==> src/design/wdr_pkg.sv <==
// ----------------------------------------------------------------------------
// wdr_pkg
// Shared types, codes and lookup functions for the watchdog refresh countdown.
// ----------------------------------------------------------------------------
package wdr_pkg;

  localparam int unsigned CountW     = 14;
  localparam int unsigned PrescaleW  = 13;
  localparam int unsigned ByteW      = 8;
  localparam int unsigned CfgAddrW   = 2;
  localparam int unsigned CfgDataW   = 3;
  localparam int unsigned InDataW    = 8;
  localparam int unsigned InUserW    = 2;
  localparam int unsigned OutDataW   = 24;

  localparam logic [ByteW-1:0] SeqFirst  = 8'h00;
  localparam logic [ByteW-1:0] SeqSecond = 8'hFF;

  typedef enum logic [1:0] {
    CMD_TICK    = 2'd0,
    CMD_REFRESH = 2'd1,
    CMD_CLEAR   = 2'd2,
    CMD_NOP     = 2'd3
  } cmd_t;

  typedef enum logic [CfgAddrW-1:0] {
    REG_TIMEOUT    = 2'd0,
    REG_PRESCALE   = 2'd1,
    REG_RESET_MODE = 2'd2,
    REG_UNUSED     = 2'd3
  } reg_addr_t;

  typedef struct packed {
    logic [1:0] timeout_sel;
    logic [2:0] prescale_sel;
    logic       reset_mode;
  } cfg_t;

  typedef struct packed {
    logic [CountW-1:0]    down_count;
    logic [PrescaleW-1:0] prescale_count;
    logic                 running;
    logic                 armed;
    logic                 underflow;
  } wdt_state_t;

  typedef struct packed {
    logic                 nmi_request;
    logic                 reset_request;
    logic                 underflow_seen;
    logic                 counting;
    logic [CountW-1:0]    count_value;
  } result_t;

  // reload value for each timeout code
  function automatic logic [CountW-1:0] reload_value(input logic [1:0] sel);
    logic [CountW-1:0] v;
    case (sel)
      2'd0:    v = 14'd255;
      2'd1:    v = 14'd1023;
      2'd2:    v = 14'd4095;
      default: v = 14'd16383;
    endcase
    return v;
  endfunction

  // last prescaler value before a count step (divider minus one)
  function automatic logic [PrescaleW-1:0] prescale_last(input logic [2:0] sel);
    logic [PrescaleW-1:0] v;
    case (sel)
      3'd0:    v = 13'd3;
      3'd1:    v = 13'd63;
      3'd2:    v = 13'd127;
      3'd3:    v = 13'd511;
      3'd4:    v = 13'd2047;
      default: v = 13'd8191;
    endcase
    return v;
  endfunction

endpackage

==> src/design/wdr_step.sv <==
// ----------------------------------------------------------------------------
// wdr_step
// Next-state and result logic for one request against the watchdog state.
// ----------------------------------------------------------------------------
module wdr_step
  import wdr_pkg::*;
(
  input  wdt_state_t       state,
  input  cfg_t             cfg,
  input  cmd_t             cmd,
  input  logic [ByteW-1:0] write_byte,
  output wdt_state_t       state_next,
  output result_t          result
);

  logic wrap;
  logic fire;

  assign wrap = state.prescale_count >= prescale_last(cfg.prescale_sel);
  assign fire = (cmd == CMD_TICK) && state.running && wrap
                && (state.down_count == '0);

  always_comb begin
    state_next = state;
    case (cmd)
      CMD_TICK: begin
        if (state.running) begin
          if (wrap) begin
            state_next.prescale_count = '0;
            if (state.down_count == '0) begin
              state_next.running   = 1'b0;
              state_next.underflow = 1'b1;
            end else begin
              state_next.down_count = state.down_count - 1'b1;
            end
          end else begin
            state_next.prescale_count = state.prescale_count + 1'b1;
          end
        end
      end
      CMD_REFRESH: begin
        if (state.armed && (write_byte == SeqSecond)) begin
          state_next.down_count     = reload_value(cfg.timeout_sel);
          state_next.prescale_count = '0;
          state_next.running        = 1'b1;
          state_next.armed          = 1'b0;
        end else begin
          state_next.armed = (write_byte == SeqFirst);
        end
      end
      CMD_CLEAR: begin
        state_next.underflow = 1'b0;
      end
      default: begin
        state_next = state;
      end
    endcase
  end

  always_comb begin
    result.count_value    = state_next.down_count;
    result.counting       = state_next.running;
    result.underflow_seen = state_next.underflow;
    result.reset_request  = fire && cfg.reset_mode;
    result.nmi_request    = fire && !cfg.reset_mode;
  end

endmodule

==> src/design/watchdog_refresh_countdown.sv <==
// ----------------------------------------------------------------------------
// watchdog_refresh_countdown
// Watchdog down-counter with a 0x00 / 0xFF refresh sequence and prescaler.
// ----------------------------------------------------------------------------
// Requests enter on the s_ stream: s_tuser carries the command (tick, refresh
// write, status clear), s_tdata the byte for a refresh write. Every request
// gives exactly one result on the m_ stream: count value, running flag,
// sticky underflow flag and a one-result reset or nmi request pulse.
// A request is registered in the input register when it is accepted, applied
// to the counter state by the update logic and loaded into the result
// register together with the new state once the result register is free.
// One request is taken every cycle while the result side does not stall; the
// rate is set by the single update pass between input and result registers.
// When m_tready is low the result register holds and the input register takes
// one more request, then s_tready drops until the result is taken.
// The cfg port writes timeout, prescale and reset/nmi selection; write only
// while no request is in flight. Reset clears the counter (stopped), the
// refresh sequence and the flag, and restores timeout 16384, divide by 8192
// and reset mode.
// ----------------------------------------------------------------------------
module watchdog_refresh_countdown
  import wdr_pkg::*;
(
  input  logic                clk,
  input  logic                rst,
  input  logic                cfg_wr_en,
  input  logic [CfgAddrW-1:0] cfg_addr,
  input  logic [CfgDataW-1:0] cfg_wdata,
  input  logic                s_tvalid,
  output logic                s_tready,
  input  logic [InDataW-1:0]  s_tdata,   // [7:0] write_byte
  input  logic [InUserW-1:0]  s_tuser,   // [1:0] cmd
  output logic                m_tvalid,
  input  logic                m_tready,
  // [13:0] count_value, [14] counting, [15] underflow_seen,
  // [16] reset_request, [17] nmi_request, [23:18] zero
  output logic [OutDataW-1:0] m_tdata
);

  cfg_t             cfg;
  wdt_state_t       state;
  wdt_state_t       state_next;
  result_t          step_result;
  result_t          out_result;
  logic             in_valid;
  cmd_t             in_cmd;
  logic [ByteW-1:0] in_byte;
  logic             out_valid;
  logic             advance;

  assign advance  = in_valid && (!out_valid || m_tready);
  assign s_tready = !in_valid || advance;

  // configuration registers
  always_ff @(posedge clk) begin
    if (rst) begin
      cfg.timeout_sel  <= 2'd3;
      cfg.prescale_sel <= 3'd5;
      cfg.reset_mode   <= 1'b1;
    end else if (cfg_wr_en) begin
      case (reg_addr_t'(cfg_addr))
        REG_TIMEOUT:    cfg.timeout_sel  <= cfg_wdata[1:0];
        REG_PRESCALE:   cfg.prescale_sel <= cfg_wdata[2:0];
        REG_RESET_MODE: cfg.reset_mode   <= cfg_wdata[0];
        default:        cfg              <= cfg;
      endcase
    end
  end

  // input register
  always_ff @(posedge clk) begin
    if (rst) begin
      in_valid <= 1'b0;
    end else if (s_tready) begin
      in_valid <= s_tvalid;
    end
  end

  always_ff @(posedge clk) begin
    if (s_tready && s_tvalid) begin
      in_cmd  <= cmd_t'(s_tuser);
      in_byte <= s_tdata[ByteW-1:0];
    end
  end

  wdr_step u_step (
    .state      (state),
    .cfg        (cfg),
    .cmd        (in_cmd),
    .write_byte (in_byte),
    .state_next (state_next),
    .result     (step_result)
  );

  // watchdog state
  always_ff @(posedge clk) begin
    if (rst) begin
      state <= '0;
    end else if (advance) begin
      state <= state_next;
    end
  end

  // result register
  always_ff @(posedge clk) begin
    if (rst) begin
      out_valid <= 1'b0;
    end else if (advance) begin
      out_valid <= 1'b1;
    end else if (m_tready) begin
      out_valid <= 1'b0;
    end
  end

  always_ff @(posedge clk) begin
    if (advance) begin
      out_result <= step_result;
    end
  end

  assign m_tvalid = out_valid;
  assign m_tdata  = {{(OutDataW - $bits(result_t)){1'b0}}, out_result};

  a_one_request: assert property (@(posedge clk) disable iff (rst)
    out_valid |-> !(out_result.reset_request && out_result.nmi_request))
    else $error("reset and nmi request in the same result");

  a_request_state: assert property (@(posedge clk) disable iff (rst)
    (out_valid && (out_result.reset_request || out_result.nmi_request)) |->
      (out_result.underflow_seen && !out_result.counting
       && (out_result.count_value == '0)))
    else $error("request pulse without underflow state");

  a_stopped_on_fire: assert property (@(posedge clk) disable iff (rst)
    (advance && (step_result.reset_request || step_result.nmi_request)) |=>
      (!state.running && (state.prescale_count == '0)))
    else $error("counter still running after underflow");

  a_backpressure: assert property (@(posedge clk) disable iff (rst)
    !s_tready |-> (in_valid && out_valid && !m_tready))
    else $error("input stalled without a full pipeline");

endmodule

==> config.mk <==
export PLATFORM = sky130hd
export DESIGN_NAME = watchdog_refresh_countdown
export DESIGN_NICKNAME = d
export VERILOG_FILES = /design/src/design/wdr_pkg.sv /design/src/design/wdr_step.sv /design/src/design/watchdog_refresh_countdown.sv
export SDC_FILE = /design/constraint.sdc
export NUM_CORES = 1
export LEC_CHECK = 0
export ABC_AREA = 1
export BUFFER_PORTS_ARGS = -buffer_cell sky130_fd_sc_hd__buf_2
export CORE_ASPECT_RATIO = 0.6
export CORE_UTILIZATION = 59
export DETAILED_ROUTE_END_ITERATION = 6
export GPL_ROUTABILITY_DRIVEN = 1
export PLACE_DENSITY = 0.81
export SYNTH_ARGS = -nofsm -noshare
export SYNTH_HDL_FRONTEND = slang
export SYNTH_SLANG_ARGS = --single-unit
==> constraint.sdc <==
create_clock -name clk -period 2.81 [get_ports clk]
set_input_delay 0.281 -clock clk [delete_from_list [all_inputs] [get_ports clk]]
set_output_delay 0.281 -clock clk [all_outputs]
set_load 0.01 [all_outputs]
==> results by group <==
Synthesis
  – Yosys reg bits: 66
  – Main synth FF type: dfxtp_1
  – Synthesized area: 3900 µm²
  – Seq/Total Area, Yosys: 41.0%
  – Mapped Cells: 526
  – Compound-Gate Fraction of Synth Area: 11.1%
  – Yosys warnings: 0
  – Synthesized-area fraction occupied by adder cells: 3.53%
  – Area leader, netlist: edfxtp_1
  – Largest family of logic cells by synthesized area: simple AND/OR/NAND/NOR gates
  – Synth area leaders: edfxtp_1, dfxtp_1, nand2_1, inv_1, nand3_1
  – Async set-reset flop share out of synthesis: 0%
  – Post-synth EDFFs: 28
  – Distinct cell type count after synthesis: 43
  – Synth top area share: a little over a fifth
  – Xor/xnor share of the synthesized area: 0.224%
  – Simple-gate share of the synthesized area: roughly a third
  – Mean post-synth cell area: 7.42 µm²
  – Mux cell area share after synthesis: 0%

Worst setup path
  – RR Startpoint: cfg[2]$_SDFFE_PP0P_
  – Critical path origin: cfg[2]$_SDFFE_PP0P_
  – Critical path fanouts, max: 14
  – Critical path class: flop to flop
  – Crit path required time: around 3.1 ns
  – Critical Path End Type: flop
  – CP max stage delay: 0.42 ns
  – CP Cell Sequence: nand2_2 -> nand2_2 -> a21oi_1 -> ha_1 -> a21o_1 -> nand3_1 -> nand2_1 -> nand2_1 -> nand4_4 -> nor2_4 -> inv_1 -> nor2_1 -> nand2_1 -> a21oi_1
  – CP Launch Type: flop
  – Critical path's slowest cell: dfxtp_1
  – CP most frequent cell: nand2_1
  – WP data arrival: approximately 2.8 ns

Timing
  – Hold Worst Slack: 0.0988 ns
  – Slew HR: approximately 42%
  – Setup TNS: 0 ns
  – Fmax achieved: 0.404 GHz
  – Setup slack after layout: 0.335 ns
  – Slew @ Worst Pin: between 0.8 and 0.9 ns
  – Final Hold Fails: 0
  – Setup violations, final: 0
  – Post-route minimum period: roughly 2.5 ns
  – Clock Skew: 0.00845 ns
  – RSZ-0062 raised after global routing: no
  – Max-slew violation count: 0
  – Final period utilization: 88.1%

Clock network
  – Clk slew on worst S/H paths: approximately 0.07 ns
  – H-Tree Depth: 3
  – Clk sinks: 66
  – Root buffer cell: clkbuf_8
  – CTS tree: yes
  – CTS Hold Bufs: 0
  – Post-CTS setup buffer count: 0
  – Worst-case clock buffer depth: 2
  – Clock insertion delay at the later pin of the skew report: 0.36 ns
  – Num CTS Buffers: 9

Power
  – VDD IR-drop max: 456 µV
  – LEAKAGE: 2.04 nW
  – Sw power: 0.559 mW
  – Power Total: 2.03 mW
  – Comb power frac: 12.7%
  – Clock share of power: 33.8%
  – Reg power frac: 53.5%
  – Internal: between 1 and 1.5 mW
  – PD cells: 472 nW/µm²
  – Switching share of power: 27.6%

Detailed routing
  – Routed WL: ~8.9 mm
  – Pre-Repair DR Iteration Count: 5
  – DR WL/cell: 13.6 µm
  – Drt drc: 0
  – Vias per inst: roughly 5.5
  – Iteration-0 DRC Markers: 376
  – Via Count: about 3600
  – Antenna Nets Post-Route: 0

Floorplanning
  – Die height: 65.0 µm
  – Width of the die: 107 µm
  – Row count: 22
  – Die Area: approximately 7000 µm²
  – Initial core utilization: 62.5%
  – Top Ports: 46
  – Core ar.: 6250 µm²

Final layout
  – Most common cell after layout, fill and taps aside: nand2_1
  – N_diodes: 0
  – Commonest non-fill, non-tap cells in the layout: nand2_1, inv_1, nand3_1, buf_2, dfxtp_1
  – Final core utilization: 68.7%
  – Filler cell count: 506
  – Area growth syn-to-layout: 9.97%
  – Fraction of layout cells with a size suffix above 1: 14.8%
  – NumNets Final: 595

GRT
  – Congestion Overflow GR: 0
  – GRT Resource Usage Total: ~28%
  – Largest net degree at the start of global routing: 36
  – Number of global-route vias before repair: about 3100
  – Global-route wire length before repair: 14.6 mm
  – Initial antenna violation count: 0

Placed design
  – Post-DP HPWL: 6.56 mm
  – Setup WS pre-CTS: 0.250 ns
  – I/O Buffers: 39
  – Final Wtd Congestion: 0.931

Worst hold path
  – HP Start: s_tuser[0]
  – Class of the worst hold path: primary input to flop

Flow run
  – Max Cap Viol: 0

Outcome
  – Status: finished clean
[path summary, 6_finish.rpt]
check | cells past startpoint | slack [ns] | endpoint
worst min register to register | 2 | 0.51 | state[1]$_SDFFE_PP0P_
worst max-delay path | 14 | 0.33 | state[5]$_SDFFE_PP0P_
worst min-delay path | 1 | 0.1 | in_cmd[0]$_DFFE_PP_
worst max register to register | 14 | 0.33 | state[5]$_SDFFE_PP0P_
[cell usage after synthesis (2+ instances only)]
| cell type | instances |
|---|---|
| nand2_1 | 114 |
| inv_1 | 84 |
| nand3_1 | 54 |
| dfxtp_1 | 38 |
| nor2_1 | 37 |
| a21oi_1 | 36 |
| edfxtp_1 | 28 |
| nand4_1 | 17 |
| o21ai_0 | 16 |
| ha_1 | 11 |
| nand3_2 | 9 |
| nor3_1 | 9 |
| o21ai_1 | 9 |
| buf_4 | 6 |
| clkbuf_1 | 6 |
| buf_6 | 5 |
| o211ai_1 | 5 |
| buf_2 | 4 |
| inv_2 | 4 |
| nand2_2 | 3 |
| nor2_2 | 3 |
| nor4_1 | 3 |
| a21o_1 | 2 |
| nor3_2 | 2 |
| o22ai_1 | 2 |
| o31ai_1 | 2 |
[sequential cells by signal (all words and copies together) (netlist names)]
register  flops
m_tvalid      1
in_valid      1
in_byte       8
state        30
in_cmd        2
cfg           6
m_tdata      18
[cell type report]
type / count / area, µm² / area share [%]
Clock buffer: 12 / 145 / 3.38
Clock inverter: 4 / 17.5 / 0.408
Inverter: 89 / 334 / 7.78
Multi-Input combinational cell: 354 / 1840 / 43.0
Sequential cell: 66 / 1600 / 37.3
Tap cell: 84 / 105 / 2.45
Timing Repair Buffer: 44 / 245 / 5.71
[metal layers]
metal,part of all wire (%),up-vias,wire length (µm),GRT usage [%]
met3,10,11,907,9.15
met1,50,1603,4410,39.5
met4,1.1,0,95,10.3
li1,-,1814,-,-
met2,39,167,3470,38.9
met5,0,-,0,0
[cells by family (layout without fill, tap and decap cells)]
group / count (synthesis) / count (layout)
flops: 66 / 66
fa+ha+maj: 11 / 11
other cells: 1 / 6
xor+xnor: 1 / 1
buf+inv: 111 / 149
simple gates: 258 / 258
compound gates: 78 / 78
[per-stage QoR]
| stage | instance area (µm²) | std cells |
|---|---|---|
| finish | 4290 | 653 |
| global route | 4290 | 653 |
| CTS | 4290 | 653 |
| detailed placement | 4130 | 637 |
| global placement | 4130 | 637 |
| floorplan | 3920 | 531 |
[power groups by stage]
stage / combinational (mW) / sequential [mW] / clock, mW
floorplan: 0.182 / 1.10 / 0
global placement: 0.244 / 1.10 / 0
detailed placement: 0.252 / 1.10 / 0
CTS: 0.254 / 1.08 / 0.694
global route: 0.286 / 1.09 / 0.743
finish: 0.258 / 1.08 / 0.685
[critical path: cells and delay by family, from the launching register on]
kind / cells / cell delay (ns)
simple gates: 9 / 1.23
flops: 1 / 0.42
compound gates: 3 / 0.35
fa+ha+maj: 1 / 0.31
buf+inv: 1 / 0.11
[what timing repair did]
item,in CTS,in global routing
endpoints found under the setup margin,0,2
hold endpoints to repair,0,0
gates resized for setup,0,1
Note: power is estimated with default switching activity, not from simulation.
